[config.mk]
export PLATFORM = sky130hd
export DESIGN_NAME = ptg_front
export DESIGN_NICKNAME = d
export VERILOG_FILES = /design/src/design/ptg_pkg.sv /design/src/design/ptg_front.sv
export SDC_FILE = /design/constraint.sdc
export NUM_CORES = 1
export LEC_CHECK = 0
export BUFFER_PORTS_ARGS = -buffer_cell sky130_fd_sc_hd__buf_2
export CAP_MARGIN = 20
export CORE_ASPECT_RATIO = 0.9
export CORE_MARGIN = 1.5
export CORE_UTILIZATION = 47
export CTS_CLUSTER_DIAMETER = 30
export DETAILED_ROUTE_END_ITERATION = 6
export GPL_ROUTABILITY_DRIVEN = 1
export PLACE_DENSITY = 0.72
export SLEW_MARGIN = 20
export SYNTH_ARGS = -nofsm -noshare
export SYNTH_HDL_FRONTEND = slang
export SYNTH_SLANG_ARGS = --single-unit
[constraint.sdc]
create_clock -name clk -period 18 [get_ports clk]
set_input_delay 3.6 -clock clk [delete_from_list [all_inputs] [get_ports clk]]
set_output_delay 3.6 -clock clk [all_outputs]
set_load 0.02 [all_outputs]
[src/design/ptg_pkg.sv]
// shared types, constants and helper functions for the pyramid triangle generator
// no dependencies
package ptg_pkg;

  localparam int COORD_WIDTH = 24;
  localparam int CW = COORD_WIDTH;
  localparam int IN_W = ((6 * CW + 7) / 8) * 8;
  localparam int OUT_W = ((3 * CW + 48 + 7) / 8) * 8;
  localparam int NRM_W = 16;
  localparam logic [14:0] ONE_Q14 = 15'd16384;
  localparam logic [2:0] LAST_TRI = 3'd5;
  localparam logic [1:0] LAST_CORNER = 2'd2;

  // point indexes: corners 1..4 of the base, then the apex
  typedef enum logic [2:0] {
    PT_C1 = 3'd0,
    PT_C2 = 3'd1,
    PT_C3 = 3'd2,
    PT_C4 = 3'd3,
    PT_APEX = 3'd4
  } pt_idx_t;

  typedef struct packed {
    logic signed [CW-1:0] x;
    logic signed [CW-1:0] y;
    logic signed [CW-1:0] z;
  } pt_t;

  typedef struct packed {
    pt_t        pos;
    logic [2:0] tri_idx;
    logic [1:0] corner;
    logic       last;
  } vtx_t;

  // one vertex as it leaves the front end
  typedef struct packed {
    logic valid;
    vtx_t vtx;
    pt_t  p0;
    pt_t  p1;
    pt_t  p2;
  } issue_t;

  typedef struct packed {
    vtx_t       vtx;
    logic [2:0] sgn;
    logic       zero;
  } base_t;

  typedef struct packed {
    logic                    valid;
    vtx_t                    vtx;
    logic signed [NRM_W-1:0] nx;
    logic signed [NRM_W-1:0] ny;
    logic signed [NRM_W-1:0] nz;
  } result_t;

  function automatic logic signed [CW-1:0] sat_add(logic signed [CW-1:0] a,
                                                    logic signed [CW-1:0] b);
    logic signed [CW:0] s;
    s = {a[CW-1], a} + {b[CW-1], b};
    if (s[CW] != s[CW-1]) begin
      return s[CW] ? {1'b1, {(CW-1){1'b0}}} : {1'b0, {(CW-1){1'b1}}};
    end
    return s[CW-1:0];
  endfunction

  // corner order of each triangle; negative rise swaps positions one and two
  function automatic pt_idx_t corner_idx(logic [2:0] tri_idx, logic [1:0] pos, logic flip);
    logic [1:0] p;
    p = pos;
    if (flip && pos == 2'd1) p = 2'd2;
    else if (flip && pos == 2'd2) p = 2'd1;
    unique case (tri_idx)
      3'd0, 3'd1: begin
        // the second base triangle takes the first one's normal, so the
        // normal path sees triangle zero here; the vertex path overrides
        unique case (p)
          2'd0: return PT_C1;
          2'd1: return PT_C4;
          default: return PT_C2;
        endcase
      end
      3'd2: begin
        unique case (p)
          2'd0: return PT_APEX;
          2'd1: return PT_C1;
          default: return PT_C2;
        endcase
      end
      3'd3: begin
        unique case (p)
          2'd0: return PT_APEX;
          2'd1: return PT_C2;
          default: return PT_C3;
        endcase
      end
      3'd4: begin
        unique case (p)
          2'd0: return PT_APEX;
          2'd1: return PT_C3;
          default: return PT_C4;
        endcase
      end
      default: begin
        unique case (p)
          2'd0: return PT_APEX;
          2'd1: return PT_C4;
          default: return PT_C1;
        endcase
      end
    endcase
  endfunction

  function automatic pt_idx_t base2_idx(logic [1:0] pos, logic flip);
    logic [1:0] p;
    p = pos;
    if (flip && pos == 2'd1) p = 2'd2;
    else if (flip && pos == 2'd2) p = 2'd1;
    unique case (p)
      2'd0: return PT_C3;
      2'd1: return PT_C2;
      default: return PT_C4;
    endcase
  endfunction

endpackage

[src/design/ptg_front.sv]
// front end: takes an input transaction, builds the five points and
// issues the 18 vertices one per cycle while en is high; uses ptg_pkg
module ptg_front (
  input  logic                  clk,
  input  logic                  rst,
  input  logic                  en,
  input  logic                  in_valid,
  output logic                  in_ready,
  input  logic [ptg_pkg::IN_W-1:0] in_data,
  output ptg_pkg::issue_t       issue
);
  import ptg_pkg::*;

  logic       busy;
  logic [2:0] tri_idx;
  logic [1:0] corner;
  logic       flip;
  pt_t        c1, c2, c3, c4, apex;
  logic       last;
  logic       accept;
  logic signed [CW-1:0] ox, oy, oz, ex, ey, rz;
  logic signed [CW-1:0] xb, yb;

  assign ox = in_data[CW-1:0];
  assign oy = in_data[2*CW-1:CW];
  assign oz = in_data[3*CW-1:2*CW];
  assign ex = in_data[4*CW-1:3*CW];
  assign ey = in_data[5*CW-1:4*CW];
  assign rz = in_data[6*CW-1:5*CW];
  assign xb = sat_add(ox, ex);
  assign yb = sat_add(oy, ey);

  assign last = (tri_idx == LAST_TRI) && (corner == LAST_CORNER);
  assign in_ready = !busy || (en && last);
  assign accept = in_valid && in_ready;

  always_ff @(posedge clk) begin
    if (rst) begin
      busy <= 1'b0;
      tri_idx <= '0;
      corner <= '0;
    end else if (accept) begin
      busy <= 1'b1;
      tri_idx <= '0;
      corner <= '0;
    end else if (en && busy) begin
      if (last) begin
        busy <= 1'b0;
      end
      if (corner == LAST_CORNER) begin
        corner <= '0;
        tri_idx <= tri_idx + 3'd1;
      end else begin
        corner <= corner + 2'd1;
      end
    end
  end

  always_ff @(posedge clk) begin
    if (accept) begin
      flip <= rz[CW-1];
      c1 <= '{x: ox, y: oy, z: oz};
      c2 <= '{x: xb, y: oy, z: oz};
      c3 <= '{x: xb, y: yb, z: oz};
      c4 <= '{x: ox, y: yb, z: oz};
      apex <= '{x: sat_add(ox, ex >>> 1), y: sat_add(oy, ey >>> 1), z: sat_add(oz, rz)};
    end
  end

  function automatic pt_t pick(pt_idx_t i, pt_t a, pt_t b, pt_t c, pt_t d, pt_t e);
    unique case (i)
      PT_C1: return a;
      PT_C2: return b;
      PT_C3: return c;
      PT_C4: return d;
      default: return e;
    endcase
  endfunction

  always_comb begin
    issue.valid = busy;
    issue.vtx.tri_idx = tri_idx;
    issue.vtx.corner = corner;
    issue.vtx.last = last;
    if (tri_idx == 3'd1) begin
      issue.vtx.pos = pick(base2_idx(corner, flip), c1, c2, c3, c4, apex);
    end else begin
      issue.vtx.pos = pick(corner_idx(tri_idx, corner, flip), c1, c2, c3, c4, apex);
    end
    issue.p0 = pick(corner_idx(tri_idx, 2'd0, flip), c1, c2, c3, c4, apex);
    issue.p1 = pick(corner_idx(tri_idx, 2'd1, flip), c1, c2, c3, c4, apex);
    issue.p2 = pick(corner_idx(tri_idx, 2'd2, flip), c1, c2, c3, c4, apex);
  end

endmodule

==> metrics.cfg, run 1 <==
[drt]
via_per_inst=5.91
drc=0
postRouteWirelength_um=56600
postRouteAntennaNets=0
drt_iter0_drc=1449
detail_route.wl_per_cell_um=20.5
via_count=16400
drt-pass1-iter-count=6

[placement]
hpwl_um=41900
detailedPlace.worstSlack_ns=10.31
numPortBuffers=443
gp_congestion=0.936

[clock_tree]
ctsResizeCount=0
cts_tree=built
cts_made_buffers=17
ctsLongestPathBuffers=2
postCtsHoldBufs=0
clk_pin_slew_ns=0.07
clkSinkCount=199
clk_latency_ns=0.46
cts-root-buf=clkbuf_16
post_cts_buffers=0
htree_levels=4

[sta]
rsz0062_at_grt=no
relSlewSlack_pct=30.9
tns_ns=0
post-route-min-period_ns=7.69
whs_ns=0.573
fmax_ghz=0.130
hold_violations=0
setup_viol=0
clock_skew_ns=0.0125
finalCritPeriodShare_pct=42.7
worst_slack_ns=10.31
max_slew.worst_pin.slew_ns=1.04
slew_violations=0

[outcome]
status=finished, final reports clean

[flow_run]
maxCapViolations=0

[power_and_ir_drop]
p_sw_mw=0.577
clock_power_share_pct=24.3
total_power_mw=1.58
powerDensity_mw_per_mm2=76.3
p_sw_share_pct=36.6
peakVddDrop_mv=0.0577
leakage_nw=9.11
seqPwrFrac_pct=39.7
combPwrFrac_pct=36.1
cell_internal_pwr_mw=0.999

[die]
ioPinCount=444
num_rows=67
die_x_um=207
core_mm2=0.0371
die_height_um=187
die_area_mm2=0.0386
initial_core_util_pct=47.5

[synth]
async_flop_share_pct=0
netlist_area_mm2=0.0176
synth-seq-area-share_pct=33.6
syn-num-nets=2197
yosysUniqueCellTypes=87
synth_edf_count=193
syn_inst=1921
yosys_most_used_dff=edfxtp_1
syn_area_per_cell_um2=9.17
ys_seq_elements=199
ys.warnings.count=0

[global_route]
overflow=0
grt_pass1_vias=15400
grt_use_total_pct=28.4
grt_antenna_before_repair=8
grt_pass1_wl_um=87000
grt_max_degree=195

[setup_path]
path_max_fanout=3
crit_chain=buf_2 -> nand2_1 -> nand2_1 -> buf_2
cp.buffers_inverters=2
worst_setup_path_start_kind=primary input
cp_top_family=buffers and inverters
critical_path_required_ns=14.40
setup.worst_path.class=in2out
cp-end-kind=output pin
cp.arrival_ns=4.09
cp_slowest_cell=buf_2
max_stage_delay_ns=0.17

[worst_hold_path]
hp-class=reg2reg

[cells_and_area]
seqCellArea_mm2=0.00592
layout_common_cells=443 x buf_2, 387 x nand2_1, 193 x edfxtp_1
fin_nets=2542
mostFrequentLayoutCell=buf_2
drive_above_1_share_pct=30.2
fillCellCount=3330
areaGrowthSynthToFinish_pct=17.4
final_util_pct=55.8
multi_input_area_mm2=0.0109

==> final cells by class <==
cell class,count,share of cell area (%)
Antenna cell,6,0.0727
Clock buffer,21,2.13
Clock inverter,11,0.563
Inverter,50,0.908
Multi-Input combinational cell,1534,52.9
Sequential cell,199,28.6
Tap cell,483,2.92
Timing Repair Buffer,464,11.9
==> flip-flops by register name (all words and copies together) (netlist names) <==
signal and count:
busy 1, tri_idx 3, c2 24, c4 72, apex 72, flip 1, corner 2, c3 24
==> stage by stage <==
step           instance area (um^2)  cells
6_report                      20700   2768
5_1_grt                       20700   2766
4_1_cts                       20500   2758
2_1_floorplan                 17600   1921
3_5_place_dp                  20000   2726
3_3_place_gp                  20000   2725
==> power groups by stage <==
stage,clock network [mW],logic (mW),registers [mW]
after floorplan,0,0.409,0.622
after global placement,0,0.549,0.633
after detailed placement,0,0.557,0.634
after CTS,0.387,0.560,0.625
after global routing,0.405,0.614,0.630
final,0.382,0.569,0.625
==> synthesized netlist by cell type, drive strengths merged (35+ instances only) <==
master  count  area (um^2)
nand2     389         1480
edfxtp    193         5800
a21oi     182          945
ha        123         1540
mux2      122         1450
clkbuf     98          368
o21ai      82          455
nor2       71          304
xnor2      60          589
a21o       55          413
inv        50          188
a31oi      42          333
nand3      41          210
xor2       41          359
buf        40          278
a211oi     35          298
==> worst min-delay path, stage by stage, from the launching register on <==
cell	delay, ns
dfxtp_1	0.37
nand2_1	0.09
a21oi_1	0.07
==> metal layers <==
metal	global-route usage (%)	wire length [um]	share of wire, %	vias to the layer above
met1	39.1	25100	44	7808
met4	8.97	1420	2.5	0
li1	-	-	-	7721
met3	4.90	4300	7.6	91
met2	45.4	25800	46	743
met5	0	0	0	-
==> logic make-up (layout without fill, tap and decap cells) <==
group	Yosys count	after routing	share of synthesized area, %
flip-flops	199	199	33.6
buffers and inverters	188	546	4.73
AND/OR/NAND/NOR	580	580	14.2
multiplexers	150	150	9.84
AO/OA/AOI/OAI	562	562	22.2
XOR/XNOR	101	101	5.39
other	0	6	0
adder cells (fa/ha/maj)	141	141	10.0
==> final timing paths <==
path / from / to / slack, ns / cells after the start
setup / recovery: en / in_ready / 10.31 / 4
hold / removal: busy$_SDFFE_PP0P_ / busy$_SDFFE_PP0P_ / 0.57 / 2
setup reg to reg: corner[1]$_SDFFE_PP0P_ / apex[21]$_DFFE_PP_ / 15.23 / 6
hold reg to reg: busy$_SDFFE_PP0P_ / busy$_SDFFE_PP0P_ / 0.57 / 2
Note: power is estimated with default switching activity, not from simulation.
==> run 2, diff against run 1 <==
ABC_AREA = 1   (was not set)
PLACE_DENSITY = 0.74   (was 0.72)
clock period = 7.02 ns   (was 18 ns; I/O delays follow)
==> run 2 against run 1 <==
  * Design area up 8.6%
  * Worst hold slack worse by 0.042 ns
  * Count of clock-buffer cells in the layout down 4
  * Largest power group is now combinational cells
==> metrics.cfg, run 2 <==
[clock_tree]
ctsLongestPathBuffers=2
clk_pin_slew_ns=0.08
postCtsHoldBufs=0
cts-root-buf=clkbuf_16
cts_tree=built
cts_made_buffers=17
clkSinkCount=199
post_cts_buffers=0
htree_levels=4
clk_latency_ns=0.47
ctsResizeCount=0

[synth]
yosysUniqueCellTypes=36
synth_most_common_cell=nand2_1
yosys.area.top_type_share_pct=29.8
syn_area_per_cell_um2=6.48
syn_inst=3002
synth-seq-area-share_pct=30.4
async_flop_share_pct=0
ys.warnings.count=0
synth_edf_count=193
yosys.area.top_type=edfxtp_1
synthTopCellsByCount=1075 x nand2_1, 360 x inv_1, 239 x o21ai_0, 214 x nand3_1, 193 x edfxtp_1
syn-num-nets=3278
synth_area_leaders=edfxtp_1 30%, nand2_1 21%, ha_1 7.9%
yosys_most_used_dff=edfxtp_1
ys_seq_elements=199
netlist_area_mm2=0.0195

[die]
ioPinCount=444
core_mm2=0.0407
num_rows=70
initial_core_util_pct=47.8
die_area_mm2=0.0426
die_x_um=217
die_height_um=196

[global_route]
grt_antenna_before_repair=2
overflow=0
grt_pass1_wl_um=103000
busiest_layer=met2
use_met1_pct=42.9
use_met3_pct=6.09
globalRouteMet2Util_pct=48.8
grt_use_total_pct=31.2
grt_max_degree=149
grt_pass1_vias=18200

[drt]
drt_iter0_drc=1848
postRouteWirelength_um=68500
drc=0
postRouteAntennaNets=0
via_count=20900
drt-pass1-iter-count=6
via_per_inst=5.39
detail_route.wl_per_cell_um=17.6

[sta]
setup_viol=0
finalCritPeriodShare_pct=83.3
slew_violations=0
max_slew.worst_pin.slew_ns=1.14
fmax_ghz=0.171
clock_skew_ns=0.0110
worst_slack_ns=1.18
post-route-min-period_ns=5.84
hold_violations=0
rsz0062_at_grt=no
tns_ns=0
relSlewSlack_pct=23.5

[setup_path]
setup.worst_path.class=reg2out
path_max_fanout=57
cpMostUsedCell=nand2_1
critical_path_required_ns=5.62
cp.arrival_ns=4.44
crit_chain=inv_1 -> ha_1 -> o21ai_4 -> buf_4 -> nand3_4 -> nand2_1 -> nand2_2 -> inv_2 -> nand3_2 -> nand3_1 -> nand3_1 -> nand2_1 -> nand2_1 -> buf_2
cp-end-kind=output pin
max_stage_delay_ns=0.72
worst_setup_path_start_kind=register
cp_slowest_cell=nand3_2

[power_and_ir_drop]
leakage_nw=11.7
cell_internal_pwr_mw=2.54
clock_power_share_pct=23.9
p_sw_mw=1.75
powerDensity_mw_per_mm2=191
peakVddDrop_mv=0.172
combPwrFrac_pct=38.6
total_power_mw=4.29
p_sw_share_pct=40.9
seqPwrFrac_pct=37.5

[cells_and_area]
drive_above_1_share_pct=16.3
final_util_pct=55.1
layout_common_cells=1074 x nand2_1, 443 x buf_2, 359 x inv_1
areaGrowthSynthToFinish_pct=15.3
mostFrequentLayoutCell=nand2_1
reg_top3=apex (72), c4 (72)
fin_nets=3603

[flow_run]
maxCapViolations=0

[outcome]
status=finished, final reports clean

[placement]
numPortBuffers=443
hpwl_um=54200
detailedPlace.worstSlack_ns=1.36
gp_congestion=1.00

[worst_hold_path]
hp-class=reg2reg

[run 2: changes by cell type after synthesis, moves of 32 or more]
| cell | before | now |
|---|---|---|
| o21a_1 | 32 | 0 |
| nor2_1 | 66 | 185 |
| nand2_1 | 387 | 1075 |
| a21o_1 | 55 | 0 |
| nand3_1 | 40 | 214 |
| a31oi_1 | 35 | 0 |
| nand4_1 | 11 | 45 |
| mux2_2 | 101 | 0 |
| inv_1 | 50 | 360 |
| o21ai_0 | 63 | 239 |
[run 2: final cells by class]
class / instances / area (um^2)
sequential: 199 / 5920
clock inverter: 15 / 188
inverter: 368 / 1390
multi-input combinational: 2285 / 11500
fill: 4041 / 18300
clock buffer: 17 / 425
antenna: 1 / 2.50
timing repair buffer: 456 / 2370
tap: 540 / 676
[run 2: worst paths after layout]
path	start	end	slack (ns)	depth (start not counted)
hold reg to reg	tri_idx[0]$_SDFFE_PP0P_	tri_idx[0]$_SDFFE_PP0P_	0.53	2
setup / recovery	tri_idx[1]$_SDFFE_PP0P_	issue[283]	1.18	14
hold / removal	tri_idx[0]$_SDFFE_PP0P_	tri_idx[0]$_SDFFE_PP0P_	0.53	2
setup reg to reg	tri_idx[1]$_SDFFE_PP0P_	c4[30]$_DFFE_PP_	3.72	10
[run 2: kinds of logic after synthesis]
group,synth area share (%)
flops,30.4
buf+inv,10.9
xor+xnor,3.15
compound gates,13.7
simple gates,33.5
fa+ha+maj,8.42
[run 2: metal layers]
metal | up-vias | part of all wire, %
met5 | - | 0
met4 | 0 | 3.0
met3 | 113 | 9.7
met2 | 1001 | 44
met1 | 9389 | 43
li1 | 10400 | -
[run 2: critical path, delay by kind of cell (launching register included)]
kind | cells | cell delay (ns)
flip-flops | 1 | 0.42
buffers and inverters | 4 | 1.25
AO/OA/AOI/OAI | 1 | 0.18
AND/OR/NAND/NOR | 8 | 1.81
adder cells (fa/ha/maj) | 1 | 0.27
[run 2: power groups by stage]
| stage | Sequential (mW) | Combinational, mW | Clock, mW |
|---|---|---|---|
| after floorplan | 1.59 | 1.12 | 0 |
| after global placement | 1.63 | 1.60 | 0 |
| after detailed placement | 1.63 | 1.61 | 0 |
| after CTS | 1.61 | 1.62 | 1.04 |
| after global routing | 1.62 | 1.82 | 1.08 |
| final | 1.61 | 1.65 | 1.03 |
[run 2: metrics by stage]
step                      instance area (um^2)  hold slack [ns]  std cells
after detailed placement                 21700            0.524       3843
after global routing                     22400            0.575       3880
after global placement                   21700            0.501       3843
after floorplan                          19500            0.575       3002
final                                    22400            0.531       3881
after CTS                                22300            0.537       3875
==> run 3, diff against run 2 <==
ABC_AREA = 0   (was 1)
PLACE_DENSITY = 0.75   (was 0.74)
clock period = 4.76 ns   (was 7.02 ns; I/O delays follow)
==> run 3 against run 2 <==
  * Via count down 22%
  * Count of clock-buffer cells in the layout is 2 higher
  * Worst hold slack improved by 0.041 ns
  * Non-clock buffer count grew 15
  * Clock skew fell by 0.0021 ns
  * Sequential power increased by 47%
  * Utilization is 0.71 points higher
  * Highest routed layer is now met5
  * Final cell count shrank 29%
  * Routed wire length fell by 17%
  * Largest cell class unchanged
  * First-iteration DRC count is 29% lower
  * Design area fell by 7.8%
  * Combinational power up 31%
==> metrics.cfg, run 3 (synthesized netlist as in run 1, its figures left out) <==
[die]
initial_core_util_pct=47.5
die_height_um=187
num_rows=67
die_area_mm2=0.0386
ioPinCount=444
core_mm2=0.0371
die_x_um=207

[global_route]
grt_max_degree=111
grt_use_total_pct=28.3
overflow=0
grt_pass1_wl_um=87000
grt_pass1_vias=15400
grt_antenna_before_repair=8

[placement]
gp_congestion=0.922
placedInstanceArea_mm2=0.0201
numPortBuffers=443
hpwl_um=43500

[sta]
finalCritPeriodShare_pct=96.2
rsz0062_at_grt=no
tns_ns=0
slew_violations=0
relSlewSlack_pct=38.3
max_slew.worst_pin.slew_ns=0.926
post-route-min-period_ns=4.58
clock_skew_ns=0.00883
hold_violations=0
fmax_ghz=0.218
setup_viol=0

[outcome]
status=finished, final reports clean

[clock_tree]
htree_levels=4
clkSinkCount=199
cts-root-buf=clkbuf_16
cts_tree=built
clk_latency_ns=0.45
cts_made_buffers=17
ctsLongestPathBuffers=2
clk_pin_slew_ns=0.07

[drt]
drc=0
drt_iter0_drc=1319
drt-pass1-iter-count=6
postRouteWirelength_um=57100
postRouteAntennaNets=0
detail_route.wl_per_cell_um=20.6
via_per_inst=5.92
via_count=16400

[cells_and_area]
drive_above_1_share_pct=30.6
mostFrequentLayoutCell=buf_2
final_area_mm2=0.0207
areaGrowthSynthToFinish_pct=17.5
layout_common_cells=443 x buf_2, 386 x nand2_1, 193 x edfxtp_1
reg_top3=apex (72), c4 (72)
fin_nets=2549

[setup_path]
cp_slowest_cell=dfxtp_1
crit_chain=inv_1 -> ha_1 -> mux2_4 -> a21o_1 -> xnor2_2 -> nor2_1 -> a21oi_1 -> o22a_1 -> xnor2_4 -> buf_12 -> mux2_2 -> buf_2
max_stage_delay_ns=0.39
path_max_fanout=23
cp-end-kind=output pin
cp.arrival_ns=3.63
critical_path_required_ns=3.81
worst_setup_path_start_kind=register
setup.worst_path.class=reg2out

[worst_hold_path]
hp-class=reg2reg

[power_and_ir_drop]
powerDensity_mw_per_mm2=288
leakage_nw=9.14
peakVddDrop_mv=0.246

[flow_run]
maxCapViolations=0

-- run 3: changes by cell type in the layout (fill, tap and decap cells not counted), sizes merged, moves of 30 or more --
cell / delta
nand3: -176
nand2: -703
nand4: -34
a211oi: +35
a31oi: +42
a21o: +55
xnor2: +30
o31ai: +33
o21a: +34
mux2: +122
inv: -318
nor2: -115
o21ai: -195
-- run 3: path summary, 6_finish.rpt --
| path | endpoint | from | slack (ns) | cells after the start |
|---|---|---|---|---|
| worst min register to register | busy$_SDFFE_PP0P_ | busy$_SDFFE_PP0P_ | 0.57 | 2 |
| worst max-delay path | issue[120] | tri_idx[0]$_SDFFE_PP0P_ | 0.18 | 12 |
| worst max register to register | c4[51]$_DFFE_PP_ | tri_idx[1]$_SDFFE_PP0P_ | 2.52 | 6 |
| worst min-delay path | busy$_SDFFE_PP0P_ | busy$_SDFFE_PP0P_ | 0.57 | 2 |
-- run 3: area by class of cell --
type	instances	area, um^2
repair buffers	471	2480
multi-input cells	1534	10900
flip-flops and latches	199	5920
diodes	2	5.00
inverters	50	188
well taps	483	604
clock buffers	19	433
clock inverters	12	121
fillers	3304	16400
-- run 3: per-layer routing --
metal / GRT usage (%) / up-vias / routed length [um] / part of all wire [%]
li1: - / 7731 / - / -
met1: 38.1 / 7783 / 25100 / 44
met2: 46.3 / 765 / 26600 / 47
met3: 4.86 / 109 / 4060 / 7.1
met4: 9.39 / 2 / 1400 / 2.4
met5: 0 / - / 13 / 0.023
-- run 3: power by group --
group          total, mW  switching [mW]  internal, mW
clock network       1.43           0.705         0.729
logic               2.16            1.30         0.853
registers           2.36           0.169          2.20
total               5.95            2.18          3.78
-- run 3: what timing repair did --
action | 4_1_cts | 5_1_grt
hold endpoints to repair | 0 | 0
setup endpoints to repair | 0 | 26
resized for setup | 0 | 2
hold buffers | 0 | 0
setup buffers | 0 | 0
-- run 3: stage by stage --
step                      total power [mW]  std cells  utilization, %  worst slack (ns)  hold WS [ns]
after CTS                             5.95       2768            55.8            0.0493         0.579
after global placement                4.48       2737            54.3             0.402         0.547
after floorplan                       3.88       1921               -          -0.00707         0.626
final                                 5.95       2770            55.8             0.180         0.572
after detailed placement              4.52       2737            54.3             0.221         0.566
after global routing                  6.22       2770            55.8            0.0142         0.612
-- run 3: worst max-delay path, delay by kind of cell (launching register included) --
| kind | cells | cell delay [ns] |
|---|---|---|
| muxes | 2 | 0.72 |
| AOI/OAI and AO/OA | 3 | 0.65 |
| buffers and inverters | 3 | 0.53 |
| xor gates and xnor gates | 2 | 0.43 |
| DFF | 1 | 0.39 |
| adders and majority gates | 1 | 0.31 |
| and+or+nand+nor | 1 | 0.12 |
